`src/design/msl_pkg.sv`:
```
// ----------------------------------------------------------------------------
// msl_pkg
// Shared types and constants for the multi-species life cell next-state pipe.
// ----------------------------------------------------------------------------
package msl_pkg;

	localparam int STATE_W     = 2;
	localparam int NEIGHBORS   = 8;
	localparam int MASK_W      = 9;
	localparam int REG_W       = 27;
	localparam int MODE_W      = 2;
	localparam int COUNT_W     = 4;
	localparam int SPECIES     = (1 << STATE_W) - 1;
	localparam int RULES       = 3;
	// rules that own a state code and a mask slice in the registers
	localparam int ACTIVE_RULES = (RULES < SPECIES) ? RULES : SPECIES;

	localparam int MODE_REPLACE_BIT = 0;
	localparam int MODE_LOWEST_BIT  = 1;

	typedef enum logic [1:0] {
		REG_BORN = 2'd0,
		REG_STAY = 2'd1,
		REG_MODE = 2'd2
	} cfg_reg_t;

	typedef struct packed {
		logic [STATE_W-1:0]              center;
		logic [SPECIES:1][COUNT_W-1:0]   count;
	} count_word_t;

	typedef struct packed {
		logic [STATE_W-1:0] center;
		logic [SPECIES:1]   born;
		logic               stays;
	} test_word_t;

endpackage

```
`src/design/msl_count.sv`:
```
// ----------------------------------------------------------------------------
// msl_count
// First stage: count the neighbors in each rule's state.
// ----------------------------------------------------------------------------
module msl_count (
	input  logic                               clk,
	input  logic                               arst_n,
	input  logic                               advance,
	input  logic                               valid,
	input  logic [msl_pkg::STATE_W-1:0]        cell_state,
	input  logic [msl_pkg::NEIGHBORS-1:0][msl_pkg::STATE_W-1:0] neighbors,
	output logic                               valid_s1,
	output msl_pkg::count_word_t               word_s1
);

	msl_pkg::count_word_t word;

	always_comb begin
		word.center = cell_state;
		word.count  = '0;
		for (int j = 1; j <= msl_pkg::SPECIES; j++) begin
			for (int i = 0; i < msl_pkg::NEIGHBORS; i++) begin
				if (neighbors[i] == msl_pkg::STATE_W'(j)) begin
					word.count[j] = word.count[j] + msl_pkg::COUNT_W'(1);
				end
			end
		end
	end

	always_ff @(posedge clk or negedge arst_n) begin
		if (!arst_n) begin
			valid_s1 <= 1'b0;
		end else if (advance) begin
			valid_s1 <= valid;
		end
	end

	always_ff @(posedge clk) begin
		if (advance) begin
			word_s1 <= word;
		end
	end

endmodule

```
`src/design/msl_test.sv`:
```
// ----------------------------------------------------------------------------
// msl_test
// Second stage: look up the birth and survival mask bits for each rule.
// ----------------------------------------------------------------------------
module msl_test (
	input  logic                         clk,
	input  logic                         arst_n,
	input  logic                         advance,
	input  logic [msl_pkg::REG_W-1:0]    born_masks,
	input  logic [msl_pkg::REG_W-1:0]    stay_masks,
	input  logic                         valid_s1,
	input  msl_pkg::count_word_t         word_s1,
	output logic                         valid_s2,
	output msl_pkg::test_word_t          word_s2
);

	msl_pkg::test_word_t word;
	logic [msl_pkg::SPECIES:1] stay_bit;
	logic [msl_pkg::SPECIES:1][msl_pkg::MASK_W-1:0] born_row;
	logic [msl_pkg::SPECIES:1][msl_pkg::MASK_W-1:0] stay_row;

	always_comb begin
		word.center = word_s1.center;
		word.born   = '0;
		stay_bit    = '0;
		born_row    = '0;
		stay_row    = '0;
		for (int j = 1; j <= msl_pkg::ACTIVE_RULES; j++) begin
			born_row[j]  = born_masks[msl_pkg::MASK_W*(j-1) +: msl_pkg::MASK_W];
			stay_row[j]  = stay_masks[msl_pkg::MASK_W*(j-1) +: msl_pkg::MASK_W];
			// birth at zero neighbors never happens
			word.born[j] = (word_s1.count[j] != '0) && born_row[j][word_s1.count[j]];
			stay_bit[j]  = stay_row[j][word_s1.count[j]];
		end
		word.stays = 1'b0;
		for (int j = 1; j <= msl_pkg::ACTIVE_RULES; j++) begin
			if (word_s1.center == msl_pkg::STATE_W'(j)) begin
				word.stays = stay_bit[j];
			end
		end
	end

	always_ff @(posedge clk or negedge arst_n) begin
		if (!arst_n) begin
			valid_s2 <= 1'b0;
		end else if (advance) begin
			valid_s2 <= valid_s1;
		end
	end

	always_ff @(posedge clk) begin
		if (advance) begin
			word_s2 <= word;
		end
	end

endmodule

```
`src/design/msl_resolve.sv`:
```
// ----------------------------------------------------------------------------
// msl_resolve
// Third stage: pick the winning rule and settle the next cell state.
// ----------------------------------------------------------------------------
module msl_resolve (
	input  logic                         clk,
	input  logic                         arst_n,
	input  logic                         advance,
	input  logic [msl_pkg::MODE_W-1:0]   collision_mode,
	input  logic                         valid_s2,
	input  msl_pkg::test_word_t          word_s2,
	output logic                         valid_s3,
	output logic [msl_pkg::STATE_W-1:0]  next_state_s3
);

	logic [1:0]                  born_n;
	logic [msl_pkg::STATE_W-1:0] first;
	logic [msl_pkg::STATE_W-1:0] win;
	logic [msl_pkg::STATE_W-1:0] next;
	logic                        has_win;

	always_comb begin
		born_n = 2'($countones(word_s2.born));
		first  = '0;
		for (int j = msl_pkg::SPECIES; j >= 1; j--) begin
			if (word_s2.born[j]) begin
				first = msl_pkg::STATE_W'(j);
			end
		end
		has_win = collision_mode[msl_pkg::MODE_LOWEST_BIT] ? (born_n != 2'd0)
		                                                   : (born_n == 2'd1);
		win = has_win ? first : '0;

		if (word_s2.center == '0) begin
			next = win;
		end else if (int'(word_s2.center) > msl_pkg::RULES) begin
			next = word_s2.center;
		end else if (!word_s2.stays) begin
			next = (win == word_s2.center) ? '0 : win;
		end else if (collision_mode[msl_pkg::MODE_REPLACE_BIT] && (win != '0) &&
		             (win != word_s2.center)) begin
			next = win;
		end else begin
			next = word_s2.center;
		end
	end

	always_ff @(posedge clk or negedge arst_n) begin
		if (!arst_n) begin
			valid_s3 <= 1'b0;
		end else if (advance) begin
			valid_s3 <= valid_s2;
		end
	end

	always_ff @(posedge clk) begin
		if (advance) begin
			next_state_s3 <= next;
		end
	end

endmodule

```
`src/design/multi_species_life_cell_next_state.sv`:
```
// ----------------------------------------------------------------------------
// multi_species_life_cell_next_state
// Next state of one cell of a multi-species life-like automaton, three stages.
// ----------------------------------------------------------------------------
//
//   channel   handshake               payload
//   -------   ---------------------   ---------------------------------------
//   request   req_valid / req_stall   cell_state, neighbor_0 .. neighbor_7
//   response  rsp_valid / rsp_stall   next_state
//   config    cfg_we                  cfg_index, cfg_data
//
// An accepted request word reaches the response through the three pipeline
// registers; one word is accepted per cycle unless req_stall is high.
// Stages: neighbor count, mask lookup, winner and next-state resolve.
// A stalled response holds in the output register; a stage advances whenever
// its own register is empty or the stage after it moves, so bubbles fill under a stall.
// arst_n clears the valid bits and the configuration registers.
// ----------------------------------------------------------------------------
module multi_species_life_cell_next_state (
	input  logic                               clk,
	input  logic                               arst_n,
	// configuration write port
	input  logic                               cfg_we,
	input  logic [1:0]                         cfg_index,
	input  logic [msl_pkg::REG_W-1:0]          cfg_data,
	// request channel
	input  logic                               req_valid,
	output logic                               req_stall,
	input  logic [msl_pkg::STATE_W-1:0]        cell_state,
	input  logic [msl_pkg::STATE_W-1:0]        neighbor_0,
	input  logic [msl_pkg::STATE_W-1:0]        neighbor_1,
	input  logic [msl_pkg::STATE_W-1:0]        neighbor_2,
	input  logic [msl_pkg::STATE_W-1:0]        neighbor_3,
	input  logic [msl_pkg::STATE_W-1:0]        neighbor_4,
	input  logic [msl_pkg::STATE_W-1:0]        neighbor_5,
	input  logic [msl_pkg::STATE_W-1:0]        neighbor_6,
	input  logic [msl_pkg::STATE_W-1:0]        neighbor_7,
	// response channel
	output logic                               rsp_valid,
	input  logic                               rsp_stall,
	output logic [msl_pkg::STATE_W-1:0]        next_state
);

	logic [msl_pkg::REG_W-1:0]  born_masks_q;
	logic [msl_pkg::REG_W-1:0]  stay_masks_q;
	logic [msl_pkg::MODE_W-1:0] collision_mode_q;

	logic [msl_pkg::NEIGHBORS-1:0][msl_pkg::STATE_W-1:0] neighbors;

	logic                 valid_s1, valid_s2, valid_s3;
	msl_pkg::count_word_t word_s1;
	msl_pkg::test_word_t  word_s2;
	logic                 adv1, adv2, adv3;

	// Configuration registers; unknown indexes are dropped.
	always_ff @(posedge clk or negedge arst_n) begin
		if (!arst_n) begin
			born_masks_q     <= '0;
			stay_masks_q     <= '0;
			collision_mode_q <= '0;
		end else if (cfg_we) begin
			case (msl_pkg::cfg_reg_t'(cfg_index))
				msl_pkg::REG_BORN: born_masks_q     <= cfg_data;
				msl_pkg::REG_STAY: stay_masks_q     <= cfg_data;
				msl_pkg::REG_MODE: collision_mode_q <= cfg_data[msl_pkg::MODE_W-1:0];
				default: ;
			endcase
		end
	end

	assign neighbors = {neighbor_7, neighbor_6, neighbor_5, neighbor_4,
	                    neighbor_3, neighbor_2, neighbor_1, neighbor_0};

	// Advance a stage when its register is empty or the next one takes it.
	assign adv3      = !rsp_stall || !valid_s3;
	assign adv2      = adv3 || !valid_s2;
	assign adv1      = adv2 || !valid_s1;
	assign req_stall = !adv1;

	msl_count u_count (
		.clk        (clk),
		.arst_n     (arst_n),
		.advance    (adv1),
		.valid      (req_valid),
		.cell_state (cell_state),
		.neighbors  (neighbors),
		.valid_s1   (valid_s1),
		.word_s1    (word_s1)
	);

	msl_test u_test (
		.clk        (clk),
		.arst_n     (arst_n),
		.advance    (adv2),
		.born_masks (born_masks_q),
		.stay_masks (stay_masks_q),
		.valid_s1   (valid_s1),
		.word_s1    (word_s1),
		.valid_s2   (valid_s2),
		.word_s2    (word_s2)
	);

	msl_resolve u_resolve (
		.clk            (clk),
		.arst_n         (arst_n),
		.advance        (adv3),
		.collision_mode (collision_mode_q),
		.valid_s2       (valid_s2),
		.word_s2        (word_s2),
		.valid_s3       (valid_s3),
		.next_state_s3  (next_state)
	);

	assign rsp_valid = valid_s3;

`ifndef SYNTHESIS
	// The input only stalls when every stage holds a word.
	a_stall_full: assert property (@(posedge clk) disable iff (!arst_n)
		req_stall |-> (valid_s1 && valid_s2 && valid_s3))
		else $error("request stalled with a free stage");

	// An accepted word lands in the first stage.
	a_accept_s1: assert property (@(posedge clk) disable iff (!arst_n)
		(req_valid && !req_stall) |=> valid_s1)
		else $error("accepted word lost at stage 1");

	// A word in stage 2 that cannot move stays put.
	a_hold_s2: assert property (@(posedge clk) disable iff (!arst_n)
		(valid_s2 && !adv3) |=> (valid_s2 && $stable(word_s2)))
		else $error("stage 2 word dropped under stall");

	// A moving response side never back-pressures the request side.
	a_no_false_stall: assert property (@(posedge clk) disable iff (!arst_n)
		!rsp_stall |-> !req_stall)
		else $error("request stalled while response flows");
`endif

endmodule

```
`config.mk`:
```
export PLATFORM = sky130hd
export DESIGN_NAME = multi_species_life_cell_next_state
export DESIGN_NICKNAME = d
export VERILOG_FILES = /design/src/design/msl_pkg.sv /design/src/design/msl_count.sv /design/src/design/msl_test.sv /design/src/design/msl_resolve.sv /design/src/design/multi_species_life_cell_next_state.sv
export SDC_FILE = /design/constraint.sdc
export NUM_CORES = 1
export LEC_CHECK = 0
export BUFFER_PORTS_ARGS = -buffer_cell sky130_fd_sc_hd__clkbuf_2
export CORE_MARGIN = 2
export CORE_UTILIZATION = 55
export CTS_CLUSTER_SIZE = 28
export DETAILED_ROUTE_END_ITERATION = 16
export PLACE_DENSITY = 0.87
export SYNTH_ARGS = -nofsm -noshare
export SYNTH_HDL_FRONTEND = slang
export SYNTH_SLANG_ARGS = --single-unit
```
`constraint.sdc`:
```
create_clock -name clk -period 2.4 [get_ports clk]
set_clock_uncertainty 0.15 [all_clocks]
set_input_delay 0.72 -clock clk [delete_from_list [all_inputs] [get_ports clk]]
set_output_delay 0.72 -clock clk [all_outputs]
set_load 0.1 [all_outputs]
```
-- Yosys cells after proc, flatten, opt, wreduce, memory -nomap -nowiden
Cells that the tools add are included.
- input bits: 52
- flip-flop bits (word level): 81
- reduce and logical (&&, ||, !) cells: 23
- equal/unequal tests: 32
- multiplexer cells: 48
- add/subtract/negate cells: 23
- $lt $le $gt $ge: 3
- operator list (operator ; number):
    2-to-1 mux 4 bit ; 21
    adder 4 x 1 -> 4 bit (second input constant) ; 18
    == test 2 bit (second input constant) ; 19
    binary-select mux 1 bit (select 4 bit) ; 6
    == test 2 x 1 -> 1 bit (second input constant) ; 11
    2-to-1 mux 2 bit ; 8
    less-than comparator 4 x 5 -> 1 bit (second input constant) ; 3
    2-to-1 mux 1 bit ; 13
    nonzero test 4 bit ; 3
    adder 1 x 1 -> 2 bit (second input constant) ; 3
    AND reduction 2 bit ; 3
    logical AND 1 bit ; 5
    zero test 1 bit ; 5
    zero test 2 bit ; 2
    nonzero test 2 bit ; 2
    logical OR 1 bit ; 3
    adder 1 x 1 -> 2 bit ; 1
    adder 2 x 1 -> 2 bit ; 1
    == test 2 bit ; 1
    inequality test 2 bit ; 1

-- Depth between registers and ports, before layout
- word-level depth: 16
- gate-level depth with buffers: 19

-- Hierarchy
A second synthesis with hierarchy kept.
- cell total of the unflattened synthesis: 414
- area, all modules: 5124.9 um2
- modules (own cells, without submodules) (module ; instances ; sequential area each (um2) ; cells an instance ; area an instance (um2)):
    multi_species_life_cell_next_state ; 1 ; 1401.3 ; 125 ; 2245.9
    msl_count ; 1 ; 445.4 ; 207 ; 1918.1
    msl_test ; 1 ; 205.2 ; 57 ; 719.4
    msl_resolve ; 1 ; 85.1 ; 25 ; 241.5

-- Least setup slack after synthesis
OpenSTA, ideal clock, no wires.
- path kind: in2reg
- start: input neighbor_0[0] (netlist name)
- end: register, netlist name u_count.word_s1[5]
- arrival time: 3843 ps
- path slack: -1853 ps
- stages on the path: 14
- buffers on the path: 0
- cells stage by stage: and2b_1 > clkinv_1 > ha_1 > and2_4 > o211a_1 > or3_4 > ha_1 > xnor2_1 > and3_1 > a221o_1 > ha_1 > mux2_4 > ha_1 > mux2_2
- RTL lines (what ; RTL line ; source):
    start: declaration ; multi_species_life_cell_next_state.sv:30 ; input logic [msl_pkg::STATE_W-1:0] neighbor_0,

==> key figures <==
STA
  • Final Worst Setup Slack: -1.40 ns
  • Final setup fails: 12
  • Fmax: 263 MHz
  • RSZ-0062 raised after global routing: yes
  • Pin slew with the least headroom to its limit: 0.561 ns
  • Max Slew Vio Count: 0
  • Fin crit share: 158%
  • Final Hold Fails: 0
  • Fin Hold WS: 0.211 ns
  • Minimum clock period after layout: 3.80 ns
  • Relative slew slack: 62.5%

Clock network
  • Hold_buf cts: 0
  • CTS tree: done
  • Clk Latency, worst-skew pair: 0.35 ns
  • Worst-path clk slew: 0.08 ns
  • CTS buffer count: 9
  • Clock buffer depth: 2
  • H-tree depth: 3
  • CTS Root Cell: clkbuf_8
  • TritonCTS Sinks: 78

Logic synthesis
  • Post-synth cell types: 63
  • Post-synthesis cell count: 432
  • Seq/Total Area, Yosys: 41.8%
  • Count leader, synth: mux2_2
  • Area share of the largest cell type after synthesis: 28.4%
  • Ys async rst share: 71.8%
  • Yosys Warn Count: 0
  • Net Count, Synth: 503
  • Commonest cells post-synth: 58 x mux2_2, 56 x dfrtp_1, 36 x nand2_1
  • Largest area contributor in the netlist: dfrtp_1
  • Seq cells post-synth: 78
  • Synth area leaders: dfrtp_1 28%, edfxtp_1 13%, mux2_2 13%, ha_1 4.6%, xnor2_1 4.4%
  • Mapped Area: 4930 sq um
  • Post-synth EDFFs: 22
  • Post-synth top flop: dfrtp_1
  • Mean Syn Cell Area: 11.4 sq um

Floorplan
  • Die height: ~99 um
  • Row cnt: 34
  • Initial Util: 56.5%
  • Width of the die: roughly 99 um
  • # IOs: 56
  • Die area: 9740 sq um
  • Core Footprint: between 8000 and 9000 sq um

Drt
  • Avg WL per Cell: 18.4 um
  • DR DRC count: 0
  • Post-DRT Antenna Nets: 0
  • Met3 wire length: 446 um
  • DR top layer: met4
  • Drt initial violations: 147
  • Via count: between 3,000 and 4,000
  • Routed met1 length: roughly 4700 um
  • Via density: slightly below 6
  • Drt first pass iters: 4
  • WL final: 12,600 um
  • WL met2: 7040 um

Placement
  • Post-place instance area: just over 6000 sq um
  • RePlAce Congestion: roughly 0.86
  • Placed insts: roughly 650
  • IO buf count: 55
  • HPWL Detailed: around 8400 um

Critical path
  • CP max FO: 3
  • Crit. End Element: register
  • Critical Path Start Type: input port
  • Arrival time worst endpoint: 3.75 ns
  • Critical Path RT: 2.35 ns
  • WS Path Type: in -> reg

Finish
  • Area Growth Syn to Fin: 39.1%
  • Share of post-route cells with drive strength above 1: 54.7%
  • Finished Cell Area: 6860 sq um
  • Final #Nets: 642
  • Fin cells: 684
  • Finished Core Util: 78.6%
  • Antenna diode count: 0

Pwr
  • Sequential Power Share: around 38%
  • Net Sw Power: between 1500 and 2000 uW
  • Lkg Pwr: 0.00302 uW
  • Combinational share of power: 40.5%
  • P_int: 3470 uW
  • IR Drop Worst-Case VDD: 461 uV
  • Clock share of power: 21.6%
  • Power Dens Cells: 760 nW/um^2
  • Switching Share: 33.5%

Global route
  • Antenna violations before repair: 0
  • Grt total ovfl: 0
  • Vias in the first global route: ~4,200
  • Gr usage total: between 20% and 30%
  • Largest net degree at the start of global routing: 57
  • First-pass GRT wire length: ~20,000 um

Outcome
  • Failing checks: negative setup slack
  • Status: finished with violations

Worst hold path
  • HP Class: in -> async

Flow run
  • Max cap viols: 0
-- power by group through the flow --
stage	combinational (uW)	clock, uW	sequential, uW
floorplan	1190	0	1980
global placement	1650	0	1940
detailed placement	1770	0	1970
CTS	1910	1130	1960
global route	2270	1190	2000
finish	2110	1130	1970
-- repair_timing --
| item | 4_1_cts | 5_1_grt |
|---|---|---|
| endpoints found under the hold margin | 0 | 0 |
| gates resized for setup | 32 | 42 |
| endpoints found under the setup margin | 12 | 14 |
| pin swaps | 10 | 14 |
| buffers inserted | 13 | 11 |
-- through the flow --
| stage | setup WS (ns) | setup TNS (ns) | total power [uW] |
|---|---|---|---|
| floorplan | -1.67 | -13.97 | 3170 |
| global route | -1.45 | -13.52 | 5470 |
| detailed placement | -1.88 | -17.89 | 3740 |
| finish | -1.40 | -12.76 | 5210 |
| global placement | -1.80 | -16.89 | 3590 |
| CTS | -1.39 | -12.45 | 5000 |
-- cell usage in the layout (no fill, tap or decap), types with 9 or more instances in the layout --
cell and count:
mux2_2 56, mux4_2 9, buf_6 13, xor2_1 10
clkbuf_8 11, o21ai_0 12, buf_4 71, nand2_1 30
a21oi_1 10, ha_4 13, dfrtp_1 55, xnor2_1 16
nor2_1 18, edfxtp_1 22, clkbuf_2 50, xnor2_2 10
-- routing by layer --
layer	up-vias	track usage, %
met4	0	9.17
met3	31	4.04
li1	1851	-
met2	103	51.9
met1	1957	27.7
met5	-	0
-- worst paths after layout --
| kind | from | to | slack (ns) | cells past startpoint |
|---|---|---|---|---|
| max | neighbor_0[0] | u_count.word_s1[5]$_DFFE_PN_ | -1.40 | 15 |
| min | arst_n | born_masks_q[11]$_DFFE_PN0P_ | 0.21 | 2 |
| max reg2reg | u_test.word_s2[2]$_DFFE_PP_ | u_resolve.next_state_s3[0]$_DFFE_PP_ | 0.10 | 7 |
| min reg2reg | u_count.valid_s1$_DFFE_PN0N_ | u_test.valid_s2$_DFFE_PN0P_ | 0.32 | 1 |
| max in group asynchronous | arst_n | u_resolve.valid_s3$_DFFE_PN0P_ | 1.61 | 2 |
| min in group clk | u_count.valid_s1$_DFFE_PN0N_ | u_test.valid_s2$_DFFE_PN0P_ | 0.32 | 1 |
-- cell families (layout without fill, tap and decap cells) --
family | Yosys count | count (layout) | share of synthesized area (%)
xor+xnor | 44 | 44 | 9.01
buf+inv | 31 | 175 | 2.54
flops | 78 | 78 | 41.8
simple gates | 129 | 129 | 14.6
compound gates | 56 | 56 | 7.84
fa+ha+maj | 19 | 19 | 4.97
mux | 75 | 75 | 19.2
-- worst max-delay path, stage by stage --
cell and delay [ns]:
buf_8 0.10, and2b_2 0.27, inv_4 0.06, ha_4 0.15, and2_4 0.13, o211a_1 0.21, or3_4 0.35, ha_4 0.23
xnor2_2 0.12, and3_1 0.13, a221o_1 0.28, ha_2 0.26, mux2_4 0.28, ha_4 0.21, mux2_4 0.25
-- layout make-up --
cell class              instances  area, sq um
multi-input cells             323         3280
clock inverters                 1         30.0
inverters                      18         83.8
flip-flops and latches         78         2070
fillers                       497         1860
well taps                     108          135
repair buffers                141         1050
clock buffers                  15          209
-- registers in the layout (all words and copies together), names as in the netlist --
signal,flops
u_resolve.valid_s3,1
u_count.valid_s1,1
born_masks_q,24
stay_masks_q,27
u_test.valid_s2,1
u_resolve.next_state_s3,2
collision_mode_q,2
u_count.word_s1,14
u_test.word_s2,6
(Power assumes the default switching activity.)
